### src/rtl/hcp_pkg.sv
// Package for the HTTP chunk header parser: field widths, byte codes,
// status encodings, result layout and the hex digit decoder.
// No dependencies.
package hcp_pkg;

    localparam int CHUNK_LEN_W = 60;
    localparam int EXPECTED_W  = 61;
    localparam int EXT_LEN_W   = 16;
    localparam int CHUNK_NUM_W = 32;
    localparam int SIG_W       = 5;
    localparam int S_TDATA_W   = 16;
    localparam int M_TDATA_W   = 176;

    localparam logic [7:0] CHAR_SEMI    = 8'h3B;
    localparam logic [7:0] CHAR_ZERO    = 8'h30;
    localparam logic [7:0] CHAR_NINE    = 8'h39;
    localparam logic [7:0] CHAR_UPPER_A = 8'h41;
    localparam logic [7:0] CHAR_UPPER_F = 8'h46;
    localparam logic [7:0] CHAR_LOWER_A = 8'h61;
    localparam logic [7:0] CHAR_LOWER_F = 8'h66;
    localparam logic [7:0] HEX_TEN      = 8'd10;

    typedef enum logic {
        ACT_BYTE = 1'b0,
        ACT_EOL  = 1'b1
    } action_t;

    typedef enum logic [1:0] {
        SIZE_OK        = 2'd0,
        SIZE_MISSING   = 2'd1,
        SIZE_MALFORMED = 2'd2
    } size_status_t;

    typedef enum logic [1:0] {
        EXT_NONE    = 2'd0,
        EXT_EMPTY   = 2'd1,
        EXT_PRESENT = 2'd2
    } ext_status_t;

    typedef enum logic [1:0] {
        NEXT_BODY    = 2'd0,
        NEXT_TRAILER = 2'd1,
        NEXT_CLOSED  = 2'd2
    } section_t;

    // first member sits in the highest bits
    typedef struct packed {
        logic [CHUNK_NUM_W-1:0] chunk_number;
        logic [EXPECTED_W-1:0]  bytes_expected;
        section_t               next_section;
        logic                   truncated;
        logic [EXT_LEN_W-1:0]   extension_length;
        ext_status_t            extension_status;
        size_status_t           size_status;
        logic [CHUNK_LEN_W-1:0] chunk_length;
    } result_t;

    typedef struct packed {
        logic       ok;
        logic [3:0] val;
    } hex_t;

    function automatic hex_t hex_digit(input logic [7:0] b);
        hex_t   h;
        logic [7:0] d;
        h = '0;
        d = '0;
        if (b >= CHAR_ZERO && b <= CHAR_NINE) begin
            d     = b - CHAR_ZERO;
            h.ok  = 1'b1;
        end else if (b >= CHAR_UPPER_A && b <= CHAR_UPPER_F) begin
            d     = b - CHAR_UPPER_A + HEX_TEN;
            h.ok  = 1'b1;
        end else if (b >= CHAR_LOWER_A && b <= CHAR_LOWER_F) begin
            d     = b - CHAR_LOWER_A + HEX_TEN;
            h.ok  = 1'b1;
        end
        h.val = d[3:0];
        return h;
    endfunction

endpackage

### src/rtl/http_chunk_header_parser.sv
// Chunk header line parser: input register, per-line state, result register.
// Depends on hcp_pkg.
//
// Takes one transfer per clock, line bytes and end-of-line alike, and keeps
// taking bytes while a result waits on the master side. A byte updates the
// running size and counters in the cycle after it is accepted; an end-of-line
// transfer passes from the input register into the result register, shown on
// m_axis, once that register is free. Only end-of-line transfers produce
// results, and only they wait for room in the result register; while one
// waits, s_axis_tready stays low until m_axis takes the pending result.
module http_chunk_header_parser #(
    parameter int LINE_MAX_BYTES         = 65535,
    parameter int MAX_SIGNIFICANT_DIGITS = 15
) (
    input  logic                          aclk,
    input  logic                          aresetn,
    input  logic                          s_axis_tvalid,
    output logic                          s_axis_tready,
    // [7:0] byte_value, [8] connection_closed, [15:9] zero
    input  logic [hcp_pkg::S_TDATA_W-1:0] s_axis_tdata,
    // [0] action
    input  logic                          s_axis_tuser,
    output logic                          m_axis_tvalid,
    input  logic                          m_axis_tready,
    // [59:0] chunk_length, [61:60] size_status, [63:62] extension_status,
    // [79:64] extension_length, [80] truncated, [82:81] next_section,
    // [143:83] bytes_expected, [175:144] chunk_number
    output logic [hcp_pkg::M_TDATA_W-1:0] m_axis_tdata
);

    localparam int CNT_W = $clog2(LINE_MAX_BYTES + 1);
    localparam logic [CNT_W-1:0] CNT_MAX = CNT_W'(LINE_MAX_BYTES);
    localparam logic [hcp_pkg::SIG_W-1:0] SIG_MAX =
        hcp_pkg::SIG_W'(MAX_SIGNIFICANT_DIGITS);

    logic                 in_valid_reg;
    hcp_pkg::action_t     in_action_reg;
    logic [7:0]           in_byte_reg;
    logic                 in_closed_reg;

    logic [hcp_pkg::CHUNK_LEN_W-1:0] acc_reg, acc_next;
    logic [hcp_pkg::SIG_W-1:0]       sig_reg, sig_next;
    logic [CNT_W-1:0]                size_cnt_reg, size_cnt_next;
    logic [CNT_W-1:0]                ext_cnt_reg, ext_cnt_next;
    logic                            semi_reg, semi_next;
    logic                            bad_reg, bad_next;
    logic [hcp_pkg::CHUNK_NUM_W-1:0] chunk_cnt_reg, chunk_cnt_next;

    logic                 out_valid_reg, out_valid_next;
    hcp_pkg::result_t     result_reg, result_next;

    logic                 advance;
    logic                 is_eol;
    logic                 out_free;
    logic [hcp_pkg::SIG_W-1:0] sig_inc;
    hcp_pkg::hex_t        hex;

    assign is_eol   = (in_action_reg == hcp_pkg::ACT_EOL);
    assign out_free = !out_valid_reg || m_axis_tready;
    assign advance  = in_valid_reg && (!is_eol || out_free);
    assign s_axis_tready = !in_valid_reg || advance;
    assign m_axis_tvalid = out_valid_reg;
    assign m_axis_tdata  = result_reg;

    always_ff @(posedge aclk) begin
        if (!aresetn) begin
            in_valid_reg <= 1'b0;
        end else if (s_axis_tready) begin
            in_valid_reg <= s_axis_tvalid;
        end
    end

    always_ff @(posedge aclk) begin
        if (s_axis_tready && s_axis_tvalid) begin
            in_action_reg <= hcp_pkg::action_t'(s_axis_tuser);
            in_byte_reg   <= s_axis_tdata[7:0];
            in_closed_reg <= s_axis_tdata[8];
        end
    end

    always_comb begin
        acc_next       = acc_reg;
        sig_next       = sig_reg;
        size_cnt_next  = size_cnt_reg;
        ext_cnt_next   = ext_cnt_reg;
        semi_next      = semi_reg;
        bad_next       = bad_reg;
        chunk_cnt_next = chunk_cnt_reg;
        out_valid_next = out_valid_reg && !m_axis_tready;
        result_next    = result_reg;
        hex            = hcp_pkg::hex_digit(in_byte_reg);
        sig_inc        = sig_reg;
        if (sig_reg != '0 || in_byte_reg != hcp_pkg::CHAR_ZERO) begin
            sig_inc = sig_reg + 1'b1;
        end

        if (advance && !is_eol) begin
            if (semi_reg) begin
                if (ext_cnt_reg < CNT_MAX) begin
                    ext_cnt_next = ext_cnt_reg + 1'b1;
                end
            end else if (in_byte_reg == hcp_pkg::CHAR_SEMI) begin
                semi_next = 1'b1;
            end else begin
                if (size_cnt_reg < CNT_MAX) begin
                    size_cnt_next = size_cnt_reg + 1'b1;
                end
                if (!bad_reg) begin
                    sig_next = sig_inc;
                    if (sig_inc > SIG_MAX || !hex.ok) begin
                        bad_next = 1'b1;
                    end else begin
                        acc_next = {acc_reg[hcp_pkg::CHUNK_LEN_W-5:0], hex.val};
                    end
                end
            end
        end

        if (advance && is_eol) begin
            chunk_cnt_next = chunk_cnt_reg + 1'b1;
            out_valid_next = 1'b1;
            result_next    = '0;
            result_next.chunk_number = chunk_cnt_reg + 1'b1;
            result_next.truncated    = in_closed_reg;
            if (size_cnt_reg == '0) begin
                result_next.size_status = hcp_pkg::SIZE_MISSING;
            end else if (bad_reg) begin
                result_next.size_status = hcp_pkg::SIZE_MALFORMED;
            end else begin
                result_next.size_status  = hcp_pkg::SIZE_OK;
                result_next.chunk_length = acc_reg;
            end
            if (!semi_reg) begin
                result_next.extension_status = hcp_pkg::EXT_NONE;
            end else begin
                result_next.extension_length = hcp_pkg::EXT_LEN_W'(ext_cnt_reg);
                result_next.extension_status = (ext_cnt_reg == '0) ?
                    hcp_pkg::EXT_EMPTY : hcp_pkg::EXT_PRESENT;
            end
            if (in_closed_reg) begin
                result_next.next_section = hcp_pkg::NEXT_CLOSED;
            end else if (size_cnt_reg != '0 && !bad_reg && acc_reg != '0) begin
                result_next.next_section   = hcp_pkg::NEXT_BODY;
                result_next.bytes_expected =
                    {1'b0, acc_reg} + hcp_pkg::EXPECTED_W'(2);
            end else begin
                result_next.next_section = hcp_pkg::NEXT_TRAILER;
            end
            acc_next      = '0;
            sig_next      = '0;
            size_cnt_next = '0;
            ext_cnt_next  = '0;
            semi_next     = 1'b0;
            bad_next      = 1'b0;
        end
    end

    always_ff @(posedge aclk) begin
        if (!aresetn) begin
            acc_reg       <= '0;
            sig_reg       <= '0;
            size_cnt_reg  <= '0;
            ext_cnt_reg   <= '0;
            semi_reg      <= 1'b0;
            bad_reg       <= 1'b0;
            chunk_cnt_reg <= '0;
            out_valid_reg <= 1'b0;
        end else begin
            acc_reg       <= acc_next;
            sig_reg       <= sig_next;
            size_cnt_reg  <= size_cnt_next;
            ext_cnt_reg   <= ext_cnt_next;
            semi_reg      <= semi_next;
            bad_reg       <= bad_next;
            chunk_cnt_reg <= chunk_cnt_next;
            out_valid_reg <= out_valid_next;
        end
    end

    always_ff @(posedge aclk) begin
        result_reg <= result_next;
    end

endmodule

### config.mk
export PLATFORM = sky130hd
export DESIGN_NAME = http_chunk_header_parser
export DESIGN_NICKNAME = d
export VERILOG_FILES = /design/src/rtl/hcp_pkg.sv /design/src/rtl/http_chunk_header_parser.sv
export SDC_FILE = /design/constraint.sdc
export NUM_CORES = 1
export LEC_CHECK = 0
export ABC_AREA = 0
export BUFFER_PORTS_ARGS = -buffer_cell sky130_fd_sc_hd__buf_2
export CORE_ASPECT_RATIO = 1.75
export CORE_MARGIN = 10
export CORE_UTILIZATION = 50
export DETAILED_ROUTE_END_ITERATION = 8
export PLACE_DENSITY = 0.71
export SETUP_SLACK_MARGIN = 0.4
export SYNTH_ARGS = -nofsm -noshare
export SYNTH_HDL_FRONTEND = slang
export SYNTH_SLANG_ARGS = --single-unit
### constraint.sdc
create_clock -name aclk -period 21.5 [get_ports aclk]
set_clock_uncertainty 0.05 [all_clocks]
set_input_delay 3.225 -clock aclk [delete_from_list [all_inputs] [get_ports aclk]]
set_output_delay 3.225 -clock aclk [all_outputs]
set_load 0.005 [all_outputs]
Word-level counts from Yosys, hierarchy flattened
Index checks and enable logic that the tools add are counted.
{"block": "word_totals", "regBits": 319, "in_bits": 21, "out_inout_bits": 178, "elab_cells": 96}
{"block": "classes", "add_sub_neg": 10, "order_cmp": 9, "n_eq_ne": 2, "muxes": 15, "bitwise": 6, "reduce_logical": 34}
{"operator": "$add A60 B2 Y61 const B", "n": 1}
{"operator": "$reduce_bool A60 Y1", "n": 1}
{"operator": "$add A16 B1 Y16 const B", "n": 2}
{"operator": "$add A32 B1 Y32 const B", "n": 1}
{"operator": "$logic_not A16 Y1", "n": 2}
{"operator": "$lt A16 B16 Y1 const B", "n": 2}
{"operator": "$ge A8 B7 Y1 const B", "n": 2}
{"operator": "$le A8 B7 Y1 const B", "n": 2}
{"operator": "$reduce_bool A16 Y1", "n": 1}
{"operator": "$mux W4", "n": 3}
{"operator": "$sub A4 B1 Y4 const B", "n": 3}
{"operator": "$logic_and A1 B1 Y1", "n": 10}
{"operator": "$mux W1", "n": 9}
{"operator": "$add A4 B4 Y4 const B", "n": 2}
{"operator": "$eq A8 B6 Y1 const B", "n": 1}
{"operator": "$ge A8 B6 Y1 const B", "n": 1}
{"operator": "$le A8 B6 Y1 const B", "n": 1}
{"operator": "$ne A8 B6 Y1 const B", "n": 1}
{"operator": "$reduce_and A4 Y1", "n": 2}
{"operator": "$logic_not A1 Y1", "n": 6}
{"operator": "$not A1 Y1", "n": 6}
{"operator": "$reduce_and A3 Y1", "n": 2}
{"operator": "$reduce_or A2 Y1", "n": 3}
{"operator": "$add A5 B1 Y5 const B", "n": 1}
{"operator": "other kinds (6)", "n": 11}

Longest topological paths before layout
Gate-level depths: netlist of run 1.
{"block": "depth", "ltp_word": 9, "depth_mapped": 10, "depth_no_buf": 7}

Least setup slack after synthesis of run 1
OpenSTA, ideal clock, no wires.
{"block": "synth_path", "path_type": "input to register", "from": "input port m_axis_tready", "to": "register chunk_cnt_reg[20] in the netlist's numbering", "setup_time_ps": 66, "t_arrival_ps": 9400, "required_ps": 21384, "path_slack_ps": 11984, "path_stages": 7, "n_path_buf": 1, "cell_sequence": "nand2b_1 > nand2_1 > clkinv_1 > clkbuf_1 > nand3_1 > xor2_1 > nor2_1"}
{"block": "synth_via", "elab_chain_len": 4}
{"element": "from (decl)", "line_no": "http_chunk_header_parser.sv:24", "text": "input logic m_axis_tready,"}
{"element": "$logic_or A1 B1 Y1", "line_no": "http_chunk_header_parser.sv:59", "text": "assign out_free = !out_valid_reg || m_axis_tready;"}
{"element": "$logic_or A1 B1 Y1", "line_no": "http_chunk_header_parser.sv:60", "text": "assign advance = in_valid_reg && (!is_eol || out_free);"}
{"element": "$logic_and A1 B1 Y1", "line_no": "http_chunk_header_parser.sv:60"}
{"element": "$logic_and A1 B1 Y1", "line_no": "http_chunk_header_parser.sv:119", "text": "if (advance && is_eol) begin"}
{"element": "to (signal assigned)", "line_no": "http_chunk_header_parser.sv:175", "text": "chunk_cnt_reg <= chunk_cnt_next;"}
{"element": "to (decl)", "line_no": "http_chunk_header_parser.sv:47", "text": "logic [hcp_pkg::CHUNK_NUM_W-1:0] chunk_cnt_reg, chunk_cnt_next;"}
Every way passes these cells.
A chain may end at the register's enable or synchronous reset.

Worst setup path in the final report of run 1
{"block": "layout_path", "from": "input port m_axis_tready", "to": "output port s_axis_tready"}
{"block": "layout_via", "elab_chain_len": 4}
{"element": "$logic_or A1 B1 Y1", "line_no": "http_chunk_header_parser.sv:59"}
{"element": "$logic_or A1 B1 Y1", "line_no": "http_chunk_header_parser.sv:60"}
{"element": "$logic_and A1 B1 Y1", "line_no": "http_chunk_header_parser.sv:60"}
{"element": "$logic_or A1 B1 Y1", "line_no": "http_chunk_header_parser.sv:61", "text": "assign s_axis_tready = !in_valid_reg || advance;"}
{"element": "to (decl)", "line_no": "http_chunk_header_parser.sv:18", "text": "output logic s_axis_tready,"}
Every way passes these cells.

==> results.ini, run 1 <==
[synthesis]
ys_seq_area_share_pct = 58.04
async_flop_share_pct = 0
syn_inst = 1385
synth_nets = 1417
syn-cell-area_mm2 = 0.01421
synthSimpleGateAreaFrac_pct = 22.83
synthXorXnorAreaFrac_pct = 6.903
synth.ff_latch_count = 319
ys_types = 54
synth-main-ff-cell = edfxtp_1
synth_mux_area_share_pct = 0.2113
synth_fa_ha_area_share_pct = 0.9686
syn_avg_cell_area_um2 = 10.26
synth_top_family_by_area = simple AND/OR/NAND/NOR gates
synth-compound-area-share_pct = 7.194
yosys_warnings = 0
synth-edff-count = 186

[power_and_ir_drop]
peakVddDrop_mv = 0.06014
p_comb_share_pct = 2.9
seqPwrFrac_pct = 53.9
p_leak_nw = 5.376
p_sw_share_pct = 21.44
p_int_mw = 0.9615
p_clk_share_pct = 43.3
p_sw_mw = 0.2624
power_density_mw_per_mm2 = 75.09
total_power_mw = 1.224

[drt]
drt_pass1_iterations = 5
finalWirelength_um = 34460
postRouteAntennaNets = 0
vias = 10520
drt_iter0_drc = 677
drc = 0
vias_per_cell = 5.523
wl_per_cell_um = 18.09

[sta]
finalSetupViolations = 0
holdWs_ns = 0.4518
layout_min_cycle_time_ns = 6.956
rsz0062_at_grt = false
tns_ns = 0
fmax_ghz = 0.1438
hold_viol = 0
slew_headroom_pct = 26.42
tightest_slew_ns = 1.095
maxSlewViolCount = 0
fin_crit_sh_pct = 32.35

[clock_network]
cts_tree = yes
cts_buffers = 29
post-cts-setup-buffer-count = 0
cts_resized = 0
cts_hold_buf = 0
clock_sinks = 319
clk_latency_ns = 0.56
h-tree-depth = 1
cts_max_path_buffers = 3
clkTransAtPathRegs_ns = 0.07
cts_root_buf = clkbuf_16

[grt]
grt_pass1_wl_um = 55060
grt_max_degree = 120
gr-total-overflow = 0
grt_antenna_before_repair = 0
track_usage_pct = 18.65
grt_pass1_vias = 10250

[floorplan]
core_area_mm2 = 0.02797
rows = 81
die_width_um = 147.4
initial_utilization_pct = 50.80
pin_count = 199
die_h_um = 243.0
dieArea_mm2 = 0.03583

[final_layout]
largest_register_ffs = 176
utilization_pct = 58.27
final_nets = 1542
syn_to_final_growth_pct = 14.70
final_layout_size_suffix_gt1_share_pct = 17.30
diodes = 0

[critical_path]
critical_path.endpoint_type = output port
critical_path_required_ns = 18.23
path_class = in2out
cp-start-kind = input pin
crit_fanout = 2
arrival_ns = 3.68

[outcome]
status = finished clean

[job]
cap_violations = 0

[placement]
portBuffers = 191
dpl.hpwl_um = 24230
routabilityCongestion = 0.9086

[min_path]
worstHoldPathType = reg2reg

## metrics by stage
| stage | instance area [um^2] | instances | worst slack, ns |
|---|---|---|---|
| final | 16300 | 1905 | 14.54 |
| after global routing | 16300 | 1905 | 14.51 |
| after CTS | 16300 | 1905 | 14.55 |
| after detailed placement | 15320 | 1852 | 14.55 |
| after global placement | 15320 | 1852 | 14.56 |
| after floorplan | 14210 | 1385 | 11.98 |
## worst max-delay path: stages
cell and delay (ns):
buf_2 0.10, nor2b_1 0.14, nand2_1 0.08, buf_2 0.13
## final timing paths
path	startpoint	endpoint	slack, ns	cells after the start
hold reg to reg	chunk_cnt_reg[31]	chunk_cnt_reg[31]	0.45	2
hold / removal	chunk_cnt_reg[31]	chunk_cnt_reg[31]	0.45	2
setup / recovery	m_axis_tready	s_axis_tready	14.54	4
setup reg to reg	in_action_reg	acc_reg[57]	18.18	8
## metal layers
layer	part of all wire (%)	track usage, %	routed length (um)	vias to the layer above
li1	-	-	-	5186
met4	3.6	8.046	1239	0
met1	37	19.88	12770	4992
met5	0	0	0	-
met2	54	34.75	18700	275
met3	5.1	3.335	1755	69
## cells in the final DEF (no fill, tap or decap), drive strengths merged, types with 4 or more instances in the layout
cell / count
inv: 34
o2111ai: 4
nor4: 41
xnor2: 53
nand3: 107
or2: 4
o31ai: 11
a211oi: 9
nand4: 49
and3: 14
nor2: 121
xor2: 59
nor3: 26
dfxtp: 133
a21oi: 47
buf: 202
and2: 73
or3: 29
and4: 17
or4: 11
clkinv: 8
o211ai: 8
edfxtp: 186
ha: 11
clkinvlp: 6
clkbuf: 34
o21ai: 86
nand2: 113
## Yosys cell counts, drive strengths merged (14+ instances only)
cell type | instances | area [um^2]
and3 | 14 | 87.58
a21oi | 47 | 235.2
nor2 | 121 | 454.2
nor4 | 41 | 262.8
xnor2 | 53 | 464.2
nand3 | 107 | 535.5
edfxtp | 186 | 5585
clkbuf | 86 | 324.1
nand4 | 49 | 312.8
dfxtp | 133 | 2663
or3 | 29 | 181.4
inv | 29 | 108.9
o21ai | 86 | 430.4
nor3 | 26 | 130.1
xor2 | 59 | 516.8
nand2 | 113 | 424.2
and2 | 73 | 456.7
buf | 22 | 102.6
and4 | 17 | 148.9
## cells by family after synthesis
kind of cell / after synthesis
and+or+nand+nor: 622
DFF: 319
AOI/OAI and AO/OA: 178
buffers and inverters: 140
xor gates and xnor gates: 112
adders and majority gates: 11
muxes: 3
## final cells by class
class | instances | area (um^2)
Clock buffer | 34 | 774.5
Clock inverter | 19 | 200.2
Fill cell | 2415 | 11670
Inverter | 32 | 125.1
Multi-Input combinational cell | 926 | 5446
Sequential cell | 319 | 8248
Tap cell | 373 | 466.7
Timing Repair Buffer | 202 | 1039
## power by group through the flow
stage,clock (mW),combinational [mW],sequential [mW]
global placement,0,0.0360,0.672
detailed placement,0,0.0364,0.673
finish,0.529,0.0354,0.659
CTS,0.539,0.0366,0.659
floorplan,0,0.0176,0.675
global route,0.564,0.0397,0.660
(Power assumes the default switching activity.)
==> inputs of run 2 (changes only) <==
Settings changed: PLACE_DENSITY 0.71 to 0.74.
Clock period 21.5 ns to 6.2 ns, I/O delays scaled along.
==> results.ini, run 2 (synthesis gave the netlist of run 1 again) <==
[outcome]
status = finished clean

[min_path]
min_path_cells = 2  ; unchanged
worstHoldPathType = reg2reg
hp-start = chunk_cnt_reg[1]
whs_endpoint = chunk_cnt_reg[1]

[clock_network]
cts_hold_buf = 0  ; unchanged
cts_resized = 0  ; unchanged
clkTransAtPathRegs_ns = 0.07  ; about the same
post-cts-setup-buffer-count = 0  ; unchanged
cts_tree = yes
clock_sinks = 319  ; unchanged
cts_max_path_buffers = 3  ; unchanged
h-tree-depth = 1  ; unchanged
cts_buffers = 28  ; -3.4%
cts_root_buf = clkbuf_16
clk_latency_ns = 0.55  ; about the same

[power_and_ir_drop]
p_clk_share_pct = 43.4  ; about the same
p_sw_mw = 0.8871  ; +240%
p_leak_nw = 5.375  ; about the same
p_int_mw = 3.368  ; +250%
p_sw_share_pct = 20.85  ; -0.59 points
peakVddDrop_mv = 0.2995  ; +400%
power_density_mw_per_mm2 = 261.1  ; +250%
p_comb_share_pct = 2.8  ; about the same
seqPwrFrac_pct = 53.7  ; -0.2 points

[floorplan]
core_area_mm2 = 0.02797  ; unchanged
pin_count = 199  ; unchanged
dieArea_mm2 = 0.03583  ; unchanged
rows = 81  ; unchanged
initial_utilization_pct = 50.80  ; unchanged
die_width_um = 147.4  ; unchanged
die_h_um = 243.0  ; unchanged

[critical_path]
slowest_delay_ns = 0.85  ; +0.71 ns
r2r_slack_ns = 3.02  ; -15.16 ns
path_class = reg2reg
critical_path.endpoint_type = register
r2r_end = m_axis_tdata[138]
arrival_ns = 3.50  ; -0.18 ns
critical_path_required_ns = 6.52  ; -11.71 ns
timing.rr.start = acc_reg[9]
crit_fanout = 15  ; +13
cp-start-kind = register
crit_slowest_cell = or4_1
worstPathCellList = nand4_1 -> or4_1 -> or4_4 -> or3_1 -> a21oi_1
ff2ff_path_depth = 5  ; -3

[placement]
dp.cells = 1851  ; -0.054%
dpl.hpwl_um = 24330  ; +0.42%
portBuffers = 191  ; unchanged
routabilityCongestion = 0.9280  ; +2.1%

[sta]
rsz0062_at_grt = false
tightest_slew_ns = 1.176  ; +0.08124 ns
holdWs_ns = 0.4413  ; -0.01048 ns
fin_crit_sh_pct = 51.23
maxSlewViolCount = 0  ; unchanged
layout_min_cycle_time_ns = 3.176
finalSetupViolations = 0  ; unchanged
hold_viol = 0  ; unchanged
tns_ns = 0  ; unchanged
fmax_ghz = 0.3149
slew_headroom_pct = 20.97  ; -5.5 points

[final_layout]
diodes = 0  ; unchanged
regArea_mm2 = 0.008248  ; unchanged
stdcell_count = 1903  ; -0.10%
syn_to_final_growth_pct = 14.70  ; about the same
fillerInstances = 2451  ; +1.5%
largest_register_ffs = 176  ; unchanged
multi_input_area_mm2 = 0.005444  ; about the same
final_nets = 1540  ; -0.13%
mostFrequentLayoutCells = 191 x buf_2, 186 x edfxtp_1, 133 x dfxtp_1
final_common_cell = buf_2
final_layout_size_suffix_gt1_share_pct = 16.99  ; -0.30 points

[drt]
drt_pass1_iterations = 8  ; +3
postRouteAntennaNets = 0  ; unchanged
wl_per_cell_um = 17.99  ; -0.57%
vias = 10670  ; +1.4%
wl_met1_um = 12430  ; -2.7%
drc = 0  ; unchanged
finalWirelength_um = 34230  ; -0.67%
vias_per_cell = 5.609  ; +1.6%
drt_iter0_drc = 687  ; +1.5%
met3_wirelength_um = 1720  ; -2.0%
wl_met2_um = 18400  ; -1.6%
routed.top_layer = met4

[grt]
grt_pass1_wl_um = 54320  ; -1.3%
grt_antenna_before_repair = 0  ; unchanged
gr-total-overflow = 0  ; unchanged
track_usage_pct = 18.29  ; -0.35 points
grt_max_degree = 111  ; -7.5%
grt_pass1_vias = 10190  ; -0.55%

[job]
cap_violations = 0  ; unchanged

==> run 2: through the flow <==
step                power, mW  instance area [um^2]  worst slack [ns]  utilization (%)
global placement        2.454                 15310             2.725            54.75
global route            4.380                 16300             2.884            58.27
CTS                     4.295                 16300             3.060            58.27
finish                  4.255                 16300             3.024            58.27
detailed placement      2.457                 15310             2.625            54.75
floorplan               2.397                 14210             1.806                -
==> run 2: cell type report <==
cell class                 instances  area share (%)
tap                              373           2.864
timing repair buffer             201           6.326
clock buffer                      35           4.775
inverter                          32          0.7677
multi-input combinational        926           33.40
clock inverter                    17           1.259
sequential                       319           50.61
==> run 2: power groups by stage <==
stage	Combinational, mW	Sequential (mW)	Clock [mW]
final	0.120	2.29	1.85
after global routing	0.134	2.29	1.96
after CTS	0.123	2.29	1.88
after detailed placement	0.123	2.33	0
after global placement	0.121	2.33	0
after floorplan	0.0609	2.34	0
==> run 2: routing by layer <==
layer	GRT usage [%]	up-vias
met4	9.684	0
met2	33.70	308
met5	0	-
li1	-	5205
met1	19.18	5068
met3	3.204	93
==> run 2: worst max-delay path: cells and delay by family (launching register included) <==
| family | cells | cell delay [ns] |
|---|---|---|
| AO/OA/AOI/OAI | 1 | 0.22 |
| AND/OR/NAND/NOR | 4 | 2.15 |
| flip-flops | 1 | 0.58 |
==> run 2: worst max path at each step <==
stage | from | endpoint | slack [ns] | depth (start not counted)
after floorplan | m_axis_tready | chunk_cnt_reg[20] | 1.81 | 7
after global placement | m_axis_tready | chunk_cnt_reg[13] | 2.73 | 8
after detailed placement | m_axis_tready | chunk_cnt_reg[13] | 2.63 | 8
after CTS | acc_reg[9] | m_axis_tdata[136] | 3.06 | 5
after global routing | in_action_reg | chunk_cnt_reg[13] | 2.88 | 7
final | acc_reg[9] | m_axis_tdata[138] | 3.02 | 5
==> inputs of run 3 (changes only) <==
Clock period 6.2 ns to 2.65 ns, I/O delays scaled along.
==> results.ini, run 3 (synthesis gave the netlist of run 1 again) <==
[floorplan]
initial_utilization_pct = 50.80  ; unchanged
dieArea_mm2 = 0.03583  ; unchanged
core_area_mm2 = 0.02797  ; unchanged
pin_count = 199  ; unchanged
die_width_um = 147.4  ; unchanged
rows = 81  ; unchanged
die_h_um = 243.0  ; unchanged

[critical_path]
critical_path_required_ns = 2.91  ; -3.61 ns
path_class = reg2reg
arrival_ns = 2.53  ; -0.97 ns
crit_fanout = 15  ; unchanged
critical_path.endpoint_type = register
cp-start-kind = register

[final_layout]
largest_register_ffs = 176  ; unchanged
final_cell_area_mm2 = 0.01777  ; +9.1%
syn_to_final_growth_pct = 25.09
diodes = 0  ; unchanged
final_common_cell = buf_2
mostFrequentLayoutCells = 191 x buf_2, 186 x edfxtp_1, 119 x nor2_1
final_layout_size_suffix_gt1_share_pct = 26.44  ; +9.4 points
utilization_pct = 63.54  ; +5.3 points
stdcell_count = 2007  ; +5.5%
final_nets = 1645  ; +6.8%

[clock_network]
clk_latency_ns = 0.56  ; about the same
cts_root_buf = clkbuf_16
h-tree-depth = 1  ; unchanged
cts_buffers = 28  ; unchanged
clock_sinks = 319  ; unchanged
clkTransAtPathRegs_ns = 0.07  ; about the same
cts_tree = yes
cts_max_path_buffers = 3  ; unchanged

[drt]
vias_per_cell = 5.612  ; about the same
vias = 11260  ; +5.5%
drt_iter0_drc = 773  ; +13%
drt_pass1_iterations = 6  ; -2
wl_per_cell_um = 18.58  ; +3.3%
finalWirelength_um = 37300  ; +9.0%
drc = 0  ; unchanged
postRouteAntennaNets = 0  ; unchanged

[sta]
slew_headroom_pct = 54.46  ; +33 points
finalSetupViolations = 0  ; unchanged
fmax_ghz = 0.4402  ; +40%
rsz0062_at_grt = true
fin_crit_sh_pct = 85.72  ; +34 points
tns_ns = 0  ; unchanged
maxSlewViolCount = 0  ; unchanged
hold_viol = 0  ; unchanged
layout_min_cycle_time_ns = 2.271  ; -0.9046 ns
tightest_slew_ns = 0.6769  ; -0.4995 ns

[job]
cap_violations = 0  ; unchanged

[grt]
track_usage_pct = 19.55  ; +1.3 points
globalRouteMet3Util_pct = 3.409  ; +0.20 points
grt_antenna_before_repair = 1  ; +1
top_usage_layer = met2
gr-total-overflow = 0  ; unchanged
grt_pass1_vias = 10760  ; +5.6%
met2_usage_pct = 37.21  ; +3.5 points
grt_max_degree = 95  ; -14%
grt_util_met1_pct = 20.03  ; +0.85 points
grt_pass1_wl_um = 57450  ; +5.8%

[placement]
portBuffers = 191  ; unchanged
dpl.hpwl_um = 25350  ; +4.2%
place_area_mm2 = 0.01593  ; +4.0%
routabilityCongestion = 0.9613  ; +3.6%
dp.cells = 1917  ; +3.6%

[outcome]
status = finished clean

[min_path]
worstHoldPathType = in2reg

[power_and_ir_drop]
peakVddDrop_mv = 0.5225  ; +74%
power_density_mw_per_mm2 = 574.3  ; +120%
p_leak_nw = 6.158  ; +15%

run 3: repair_timing:
item	4_1_cts	5_1_grt
endpoints found under the hold margin	11	0
resized for setup	48	62
hold buffers	11	0
cloned	3	3
buffers inserted	13	9
setup endpoints to repair	109	174
pin swaps	5	12
run 3: power by group:
| group | leakage [nW] | switching [mW] | internal (mW) |
|---|---|---|---|
| logic | 2.90 | 0.225 | 0.130 |
| clock network | 0.492 | 1.81 | 2.70 |
| registers | 2.77 | 0.0393 | 5.30 |
run 3: layout make-up:
class	instances	area [um^2]
fill	2225	10200
tap	373	466.7
timing repair buffer	305	2054
inverter	32	125.1
multi-input combinational	927	5797
sequential	319	8310
clock buffer	33	750.7
clock inverter	18	270.3
run 3: worst paths after layout:
check	start	endpoint	slack [ns]	cells past startpoint
setup / recovery	acc_reg[15]	m_axis_tdata[89]	0.38	7
hold / removal	m_axis_tready	m_axis_tvalid	0.12	3
setup reg to reg	acc_reg[15]	m_axis_tdata[89]	0.38	7
hold reg to reg	acc_reg[19]	acc_reg[19]	0.44	2
run 3: metrics by stage:
stage,setup slack [ns],hold WS [ns],total power [mW]
2_1_floorplan,0.3121,0.4067,5.600
3_3_place_gp,0.2987,0.4196,5.762
3_5_place_dp,0.2385,0.4328,5.771
4_1_cts,0.3602,0.09666,10.26
5_1_grt,0.3073,0.1265,10.51
6_report,0.3785,0.1247,10.21
run 3: critical path, stage by stage (launching register included):
cell       delay, ns
dfxtp_4         0.36
buf_4           0.16
nor4_2          0.32
nand4_1         0.20
nor4_4          0.36
or4_4           0.29
clkbuf_16       0.22
nor2_1          0.07
run 3: metal layers:
metal	wire (um)	part of all wire [%]
met3	2130	5.7
met1	12910	35
met2	20510	55
met4	1737	4.7
met5	13	0.035
